$ cat config.mk
export PLATFORM = sky130hd
export DESIGN_NAME = key_long_press_setpoint_control_core
export DESIGN_NICKNAME = d
export VERILOG_FILES = /design/src/hdl/klp_pkg.sv /design/src/hdl/klp_in_stage.sv /design/src/hdl/klp_update.sv /design/src/hdl/key_long_press_setpoint_control_core.sv
export SDC_FILE = /design/constraint.sdc
export NUM_CORES = 1
export LEC_CHECK = 0
export BUFFER_PORTS_ARGS = -buffer_cell sky130_fd_sc_hd__buf_2
export CAP_MARGIN = 5
export CORE_MARGIN = 4
export CORE_UTILIZATION = 25
export CTS_CLUSTER_SIZE = 40
export DETAILED_ROUTE_END_ITERATION = 16
export SYNTH_ARGS = -nofsm -noshare
export SYNTH_HDL_FRONTEND = slang
export SYNTH_HIERARCHICAL = 1
export SYNTH_SLANG_ARGS = --single-unit
$ cat constraint.sdc
create_clock -name i_clk -period 7.5 [get_ports i_clk]
set_clock_uncertainty 0.2 [all_clocks]
set_input_delay 1.5 -clock i_clk [delete_from_list [all_inputs] [get_ports i_clk]]
set_output_delay 1.5 -clock i_clk [all_outputs]
set_load 0.005 [all_outputs]
$ cat src/hdl/klp_pkg.sv
package klp_pkg;

    localparam logic [1:0] OP_ADD_EDGE = 2'd0;
    localparam logic [1:0] OP_SUB_EDGE = 2'd1;
    localparam logic [1:0] OP_EXPIRY   = 2'd2;
    localparam logic [1:0] OP_RESERVED = 2'd3;

    localparam logic [1:0] ADD_PENDING = 2'b01;
    localparam logic [1:0] SUB_PENDING = 2'b10;

    localparam logic [7:0]  TICK_SAT    = 8'd255;
    localparam logic [7:0]  LONG_RESET  = 8'd50;
    localparam logic [10:0] FLOOR_MA    = 11'd100;
    localparam logic [10:0] LOW_STEP    = 11'd50;
    localparam logic [10:0] HIGH_STEP   = 11'd100;
    localparam logic [10:0] LOW_LIMIT   = 11'd1000;
    localparam logic [10:0] HIGH_LIMIT  = 11'd2000;
    localparam int          HUNDRED_MAX = 20;

    typedef struct packed {
        logic [1:0] op;
        logic       add_key_level;
        logic       sub_key_level;
    } t_item;

    typedef struct packed {
        logic [1:0]  pending_edges;
        logic        tracking_add;
        logic [7:0]  held_ticks;
        logic        long_press_done;
        logic        range_mode;
        logic [10:0] setpoint;
    } t_state;

    typedef struct packed {
        logic [10:0] setpoint_ma;
        logic        high_range;
        logic        start_timer;
    } t_result;

    function automatic logic [10:0] step_up(input logic [10:0] sp, input logic rng);
        logic [11:0] sum;
        logic [10:0] step;
        logic [10:0] limit;
        logic [10:0] res;
        step  = rng ? HIGH_STEP : LOW_STEP;
        limit = rng ? HIGH_LIMIT : LOW_LIMIT;
        sum   = {1'b0, sp} + {1'b0, step};
        if (sp < FLOOR_MA) begin
            res = FLOOR_MA;
        end else if (sum > {1'b0, limit}) begin
            res = limit;
        end else begin
            res = sum[10:0];
        end
        return res;
    endfunction

    function automatic logic [10:0] step_down(input logic [10:0] sp, input logic rng);
        logic [10:0] step;
        logic [10:0] diff;
        logic [10:0] res;
        step = rng ? HIGH_STEP : LOW_STEP;
        diff = sp - step;
        if (sp <= FLOOR_MA) begin
            res = '0;
        end else if (sp > step) begin
            res = (diff < FLOOR_MA) ? FLOOR_MA : diff;
        end else begin
            res = '0;
        end
        return res;
    endfunction

    function automatic logic [10:0] round_hundreds(input logic [10:0] sp);
        logic [10:0] res;
        res = '0;
        for (int k = 1; k <= HUNDRED_MAX; k++) begin
            if (sp >= 11'(k * 100)) begin
                res = 11'(k * 100);
            end
        end
        return res;
    endfunction

endpackage

$ cat src/hdl/klp_in_stage.sv
module klp_in_stage (
    input  logic           i_clk,
    input  logic           i_rst_n,
    input  logic           i_in_valid,
    output logic           o_in_stall,
    input  klp_pkg::t_item i_item,
    input  logic           i_take,
    output logic           o_valid,
    output klp_pkg::t_item o_item
);

    logic           r_valid;
    logic           n_valid;
    klp_pkg::t_item r_item;

    assign o_in_stall = r_valid && !i_take;

    always_comb begin
        n_valid = r_valid;
        if (r_valid && i_take) begin
            n_valid = 1'b0;
        end
        if (i_in_valid && !o_in_stall) begin
            n_valid = 1'b1;
        end
    end

    always_ff @(posedge i_clk) begin
        if (!i_rst_n) begin
            r_valid <= 1'b0;
        end else begin
            r_valid <= n_valid;
        end
        if (i_in_valid && !o_in_stall) begin
            r_item <= i_item;
        end
    end

    assign o_valid = r_valid;
    assign o_item  = r_item;

endmodule

$ cat src/hdl/klp_update.sv
module klp_update (
    input  klp_pkg::t_state  i_state,
    input  klp_pkg::t_item   i_item,
    input  logic [7:0]       i_long_ticks,
    output klp_pkg::t_state  o_state,
    output klp_pkg::t_result o_result
);

    klp_pkg::t_state s;
    logic            restart;
    logic            add_pressed;
    logic            sub_pressed;
    logic [1:0]      flags;

    always_comb begin
        s           = i_state;
        restart     = 1'b0;
        add_pressed = !i_item.add_key_level;
        sub_pressed = !i_item.sub_key_level;
        flags       = i_state.pending_edges;
        unique case (i_item.op)
            klp_pkg::OP_ADD_EDGE: begin
                s.pending_edges = s.pending_edges | klp_pkg::ADD_PENDING;
                restart         = 1'b1;
            end
            klp_pkg::OP_SUB_EDGE: begin
                s.pending_edges = s.pending_edges | klp_pkg::SUB_PENDING;
                restart         = 1'b1;
            end
            klp_pkg::OP_EXPIRY: begin
                s.pending_edges = '0;
                if (s.tracking_add) begin
                    if (add_pressed) begin
                        if (s.held_ticks < klp_pkg::TICK_SAT) begin
                            s.held_ticks = s.held_ticks + 8'd1;
                        end
                        if (!s.long_press_done && s.held_ticks >= i_long_ticks) begin
                            if (!s.range_mode) begin
                                s.range_mode = 1'b1;
                                s.setpoint   = klp_pkg::round_hundreds(s.setpoint);
                            end else begin
                                s.range_mode = 1'b0;
                                if (s.setpoint > klp_pkg::LOW_LIMIT) begin
                                    s.setpoint = klp_pkg::LOW_LIMIT;
                                end
                            end
                            s.long_press_done = 1'b1;
                        end
                        restart = 1'b1;
                    end else begin
                        if (!s.long_press_done) begin
                            s.setpoint = klp_pkg::step_up(s.setpoint, s.range_mode);
                        end
                        s.tracking_add    = 1'b0;
                        s.held_ticks      = '0;
                        s.long_press_done = 1'b0;
                    end
                end else if ((flags & klp_pkg::ADD_PENDING) != '0 && add_pressed) begin
                    s.tracking_add    = 1'b1;
                    s.held_ticks      = 8'd1;
                    s.long_press_done = 1'b0;
                    restart           = 1'b1;
                end
                if ((flags & klp_pkg::SUB_PENDING) != '0 && sub_pressed) begin
                    s.setpoint = klp_pkg::step_down(s.setpoint, s.range_mode);
                end
            end
            default: begin
                restart = 1'b0;
            end
        endcase
    end

    assign o_state              = s;
    assign o_result.setpoint_ma = s.setpoint;
    assign o_result.high_range  = s.range_mode;
    assign o_result.start_timer = restart;

endmodule

$ cat src/hdl/key_long_press_setpoint_control_core.sv
// Channel   Direction  Handshake                 Payload
// in        input      i_in_valid / o_in_stall   i_op, i_add_key_level, i_sub_key_level
// out       output     o_out_valid / i_out_stall o_setpoint_ma, o_high_range, o_start_timer
// cfg       input      i_cfg_valid / o_cfg_ready i_cfg_data (long_press_ticks)
//
// One transaction per cycle sustained while the output is not stalled; a result is registered after acceptance.
// Latency comes from the input register and the result register; the update is one pass.
// Synchronous active-low reset clears state, setpoint and range and sets long_press_ticks to 50.
// A stall on the output holds the result register and backs up into the input register.
// Configuration is always ready.
module key_long_press_setpoint_control_core (
    input  logic        i_clk,
    input  logic        i_rst_n,
    input  logic        i_in_valid,
    output logic        o_in_stall,
    input  logic [1:0]  i_op,
    input  logic        i_add_key_level,
    input  logic        i_sub_key_level,
    output logic        o_out_valid,
    input  logic        i_out_stall,
    output logic [10:0] o_setpoint_ma,
    output logic        o_high_range,
    output logic        o_start_timer,
    input  logic        i_cfg_valid,
    output logic        o_cfg_ready,
    input  logic [7:0]  i_cfg_data
);

    klp_pkg::t_item   in_item;
    klp_pkg::t_item   s1_item;
    logic             s1_valid;
    logic             advance;
    klp_pkg::t_state  r_state;
    klp_pkg::t_state  n_state;
    klp_pkg::t_result n_result;
    klp_pkg::t_result r_out;
    logic             r_out_valid;
    logic [7:0]       r_long_ticks;

    assign in_item.op            = i_op;
    assign in_item.add_key_level = i_add_key_level;
    assign in_item.sub_key_level = i_sub_key_level;

    assign advance = !r_out_valid || !i_out_stall;

    klp_in_stage u_in_stage (
        .i_clk      (i_clk),
        .i_rst_n    (i_rst_n),
        .i_in_valid (i_in_valid),
        .o_in_stall (o_in_stall),
        .i_item     (in_item),
        .i_take     (advance),
        .o_valid    (s1_valid),
        .o_item     (s1_item)
    );

    klp_update u_update (
        .i_state      (r_state),
        .i_item       (s1_item),
        .i_long_ticks (r_long_ticks),
        .o_state      (n_state),
        .o_result     (n_result)
    );

    assign o_cfg_ready = 1'b1;

    always_ff @(posedge i_clk) begin
        if (!i_rst_n) begin
            r_out_valid  <= 1'b0;
            r_state      <= '0;
            r_long_ticks <= klp_pkg::LONG_RESET;
        end else begin
            if (advance) begin
                r_out_valid <= s1_valid;
                if (s1_valid) begin
                    r_state <= n_state;
                end
            end
            if (i_cfg_valid && o_cfg_ready) begin
                r_long_ticks <= i_cfg_data;
            end
        end
        if (advance && s1_valid) begin
            r_out <= n_result;
        end
    end

    assign o_out_valid   = r_out_valid;
    assign o_setpoint_ma = r_out.setpoint_ma;
    assign o_high_range  = r_out.high_range;
    assign o_start_timer = r_out.start_timer;

    a_low_range_limit: assert property (@(posedge i_clk) disable iff (!i_rst_n)
        !r_state.range_mode |-> r_state.setpoint <= klp_pkg::LOW_LIMIT)
        else $error("setpoint above low range limit");

    a_high_range_limit: assert property (@(posedge i_clk) disable iff (!i_rst_n)
        r_state.range_mode |-> r_state.setpoint <= klp_pkg::HIGH_LIMIT)
        else $error("setpoint above high range limit");

    a_idle_tracking: assert property (@(posedge i_clk) disable iff (!i_rst_n)
        !r_state.tracking_add |-> (r_state.held_ticks == '0 && !r_state.long_press_done))
        else $error("tracking counters set without tracking");

    a_tracking_ticks: assert property (@(posedge i_clk) disable iff (!i_rst_n)
        r_state.tracking_add |-> r_state.held_ticks != '0)
        else $error("tracking with zero held ticks");

    a_state_hold: assert property (@(posedge i_clk) disable iff (!i_rst_n)
        !(advance && s1_valid) |=> $stable(r_state))
        else $error("state changed without a transaction");

endmodule

# Word-level counts from Yosys, hierarchy flattened

Index checks and enable logic that the tools add are counted.

Bits in registers: 51
Input bits: 17
Output and inout bits: 16
Logic and storage cells: 130

Add/subtract/negate cells: 3
Magnitude comparators: 28
Equal/unequal tests: 3
Muxes and demuxes: 52
Bitwise gates (word level): 2
Reduce and logical (&&, ||, !) cells: 26

Operator list:

| operator                                                             | number |
|---|---|
| two-way mux 11 bit                                                   | 20 |
| greater-or-equal comparator 11 bit (second input constant)           | 10 |
| two-way mux 10 bit                                                   | 7 |
| greater-or-equal comparator 11 x 10 -> 1 bit (second input constant) | 5 |
| two-way mux 12 bit                                                   | 4 |
| two-way mux 8 bit                                                    | 5 |
| two-way mux 9 bit                                                    | 4 |
| greater-or-equal comparator 11 x 9 -> 1 bit (second input constant)  | 3 |
| less-than comparator 11 x 7 -> 1 bit (second input constant)         | 2 |
| two-way mux 7 bit                                                    | 3 |
| two-way mux 13 bit                                                   | 1 |
| adder 11 x 11 -> 12 bit                                              | 1 |
| greater-than comparator 12 x 11 -> 1 bit                             | 1 |
| AND reduction 4 bit                                                  | 3 |
| greater-or-equal comparator 11 x 7 -> 1 bit (second input constant)  | 1 |
| greater-or-equal comparator 11 x 8 -> 1 bit (second input constant)  | 1 |
| greater-than comparator 11 x 10 -> 1 bit (second input constant)     | 1 |
| greater-than comparator 11 bit                                       | 1 |
| <= comparator 11 x 7 -> 1 bit (second input constant)                | 1 |
| subtractor 11 bit                                                    | 1 |
| adder 8 x 1 -> 8 bit (second input constant)                         | 1 |
| greater-or-equal comparator 8 bit                                    | 1 |
| less-than comparator 8 bit (second input constant)                   | 1 |
| nonzero test 2 bit                                                   | 4 |
| other kinds (15)                                                     | 32 |

# Logic depth before layout (Yosys ltp)

Depth in word-level cells: 34
Depth in mapped cells: 29
Mapped depth without buffers: 27

# Modules after synthesis

The synthesis kept the hierarchy.

Modules (own cells, without submodules):

| module                               | instances | cells an instance | area each (µm²) | seq. area each (µm²) |
|---|---|---|---|---|
| klp_update                           | 1         | 486               | 3184.3          | 0.0 |
| key_long_press_setpoint_control_core | 1         | 150               | 1717.9          | 1051.0 |
| klp_in_stage                         | 1         | 8                 | 167.7           | 140.1 |

# Worst setup path before layout

OpenSTA, ideal clock, no wires.

Path type: register to register
From: register r_state[11] in the netlist's numbering
To: register r_state[5] in the netlist's numbering
Library setup time: 0.072 ns
Arrival: 5.655 ns
Required time: 7.228 ns
Setup slack: 1.573 ns
Cell stages (with the launch flop): 27
Buffers on the path: 2
Period minus slack after synthesis: 5.927 ns
Cell sequence: dfxtp_1 > clkinv_1 > ha_1 > a21oi_1 > o22ai_1 > o21ai_0 > xnor2_1 > ha_1 > and3_4 > a311oi_1 > nor2_1 > and3_1 > o21ai_1 > ha_1 > a21oi_1 > nor2b_1 > nand4_1 > and2_1 > a21oi_2 > xnor2_1 > or4_1 > buf_2 > a21boi_0 > o211ai_1 > buf_4 > nand2_1 > mux2i_1

RTL lines:

| what                   | line                                       | RTL |
|---|---|---|
| start, declared        | key_long_press_setpoint_control_core.sv:33 | `klp_pkg::t_state r_state;` |
| start signal, assigned | key_long_press_setpoint_control_core.sv:76 | `r_state <= n_state;` |

==> metrics <==
drt first pass iters=5; initial core utilization=between 20 and 30%; H-Tree Depth=2; pin count of the biggest net entering global routing=just under 60; critical path arrival=a little under 7 ns; Tmin final=a little under 7 ns; r2r setup slk=~0.58 ns; ys flop type=dfxtp_1; Synth async-reset ratio=0%; Final HPWL DP=~11,000 um; WL per Instance=about 16 um; GR Overflow Total=0; Final Wtd Congestion=roughly 0.95; layout cell share with drive strength beyond 1=around 11%; initial antenna violation count=0; most frequent cells after synthesis=nand2_1, a21oi_1, nor2_1; synthesized area=a little over 5000 um2; Fmax achieved=around 140 MHz; I/O pin count=33; die width=roughly 150 um; final net count=just under 700; Routed WL=approximately 15,000 um; clock edge transition at the registers on the reported setup and hold paths=approximately 0.07 ns; DRT antenna net count=0; critical path class=reg -> reg; Synth area leader=dfxtp_1; Slew HR=approximately 34%; Clock Tree Buf Depth=2; Residual DRC=0; via count of the first global-routing pass=approximately 4.6k; cell leakage power=between 1.5 and 2 nW; period utilization=92.2%; Max Cap Viol=0; post-synth net total=between 600 and 700; Layout Cells excl Fill=about 900; worst-path maximum fanout=12; Core Rows=51; via count=between 4k and 5k; Worst VDD drop=roughly 0.083 mV; Ys Warns=6; max-slew violations=0; setup TNS=0 ns; crit end category=flip-flop; Startpoint Class=flip-flop; Ant. Diodes=0; Syn Inst Count=about 640; CTS tree=built; Hold Crit Class=reg -> reg; status=finished, final reports clean; global-route wire length before repair=around 24,000 um; Post-synth EDFFs=17; Placed Cells=894; area delta synth->final=7.26%; synth top area cells=dfxtp_1, edfxtp_1, mux2i_1; Die H=150 um; clock sinks=around 50; Fin. Hold Viols=0; Worst-Skew Late Latency=between 0.2 and 0.3 ns; fin util=27.6%; Yosys top cell area share=about 13%; port buffer count=31; most frequent cell after synthesis=nand2_1; core box area=roughly 20,000 um2; Syn Area/Cell=between 7 and 8 um2; RSZ-0062 raised after global routing=false; power per cell area=118 nW/um2; register area share after synthesis=a little under a quarter; Least-Margin Pin Slew=0.995 ns; die area=roughly 23,000 um2; hold slack=~0.27 ns; DR iter-0 viols=456; routed vias/inst=approximately 5.4; clock root cell=clkbuf_16; filler instances=approximately 2.2k; clock buffer count from CTS=5; Total GRT Usage=around 13%; Synth Register Bits=a little over 50; Netlist cell types=between 90 and 100; CP required=7.46 ns; FF/Latch Area=1190 um2; multi-input logic area=3430 um2; final setup vio count=0
-- state kept, by name, indices dropped and copies added, names as in the netlist --
register and count:
o_high_range 1, o_out_valid 1, o_setpoint_ma 11, o_start_timer 1, r_long_ticks 8, r_state 24, u_in_stage/o_item 4, u_in_stage/o_valid 1
-- routing by layer --
layer | vias up | part of all wire, % | global-route usage (%)
met5 | - | 0 | 0
li1 | 2361 | - | -
met4 | 0 | 2.4 | 3.80
met3 | 29 | 6.1 | 1.57
met1 | 2279 | 44 | 17.8
met2 | 198 | 47 | 21.4
-- through the flow --
step | worst slack (ns) | instance area, um2 | power (mW)
6_report | 0.585 | 5440 | 0.639
5_1_grt | 0.0688 | 5440 | 0.667
4_1_cts | 0.591 | 5430 | 0.648
3_5_place_dp | 0.646 | 5280 | 0.397
3_3_place_gp | 0.844 | 5280 | 0.398
2_1_floorplan | 1.57 | 5070 | 0.377
-- placed cells by master, fill, tap and decap left out, types with 4 or more instances in the layout --
| cell type | instances |
|---|---|
| a211oi_1 | 8 |
| a21oi_1 | 42 |
| a22o_1 | 6 |
| a22oi_1 | 4 |
| a31oi_1 | 10 |
| a41oi_1 | 5 |
| and3_1 | 5 |
| buf_2 | 31 |
| buf_4 | 7 |
| clkbuf_16 | 6 |
| dfxtp_1 | 34 |
| edfxtp_1 | 17 |
| ha_1 | 21 |
| inv_1 | 30 |
| mux2i_1 | 33 |
| nand2_1 | 85 |
| nand2b_1 | 8 |
| nand3_1 | 23 |
| nand4_1 | 6 |
| nor2_1 | 41 |
| nor2b_1 | 15 |
| nor3_1 | 12 |
| o2111ai_1 | 4 |
| o211ai_1 | 7 |
| o21a_1 | 8 |
| o21ai_0 | 31 |
| o21ai_1 | 9 |
| o221ai_1 | 4 |
| o22ai_1 | 5 |
| o31ai_1 | 5 |
| or3_1 | 7 |
| xnor2_1 | 14 |
| xor2_1 | 5 |
-- cell families (layout without fill, tap and decap cells) --
kind of cell | count (synthesis) | count (layout) | share of synthesized area [%]
flip-flops | 51 | 51 | 23.5
multiplexers | 34 | 34 | 6.74
adder cells (fa/ha/maj) | 24 | 24 | 6.17
buffers and inverters | 85 | 78 | 9.08
XOR/XNOR | 19 | 19 | 3.28
AND/OR/NAND/NOR | 236 | 236 | 23.9
AO/OA/AOI/OAI | 194 | 194 | 27.3
other | 1 | 1 | 0.0740
-- worst max-delay path, stage by stage, from the launching register on --
cell,delay [ns]
dfxtp_1,0.60
clkinvlp_4,0.41
ha_1,0.31
a21oi_1,0.41
o22ai_1,0.22
o21ai_0,0.26
xnor2_1,0.19
ha_1,0.28
and3_4,0.16
a311oi_1,0.38
nor2_1,0.20
and3_1,0.23
o21ai_1,0.32
ha_1,0.32
a21oi_1,0.24
nor2b_1,0.22
a31oi_1,0.14
and2_1,0.24
a21oi_2,0.15
xnor2_1,0.11
or4_1,0.66
a41oi_1,0.27
o21ai_1,0.10
nand2_1,0.10
mux2i_1,0.08
-- worst paths after layout --
check	from	end	depth (start not counted)
max	r_state[11]	r_state[4]	24
min	r_long_ticks[4]	r_long_ticks[4]	2
max reg2reg	r_state[11]	r_state[4]	24
min reg2reg	r_long_ticks[4]	r_long_ticks[4]	2
-- area by class of cell --
type	instances	share of cell area (%)
multi-input cells	508	63.0
flip-flops and latches	51	21.9
well taps	265	6.10
repair buffers	38	3.82
clock buffers	8	2.90
inverters	32	2.28
-- report_power, final --
group,total (mW),internal (mW),switching [mW]
combinational,0.0875,0.0335,0.0540
sequential,0.305,0.295,0.00984
clock,0.247,0.145,0.103
total,0.639,0.473,0.166
-- timing repair --
action | 4_1_cts | 5_1_grt
endpoints found under the setup margin | 0 | 3
gates resized for setup | 0 | 1
buffers inserted | 0 | 0
hold buffers | 0 | 0
hold endpoints to repair | 0 | 0
No activity file was read; power rests on OpenSTA's default activity.
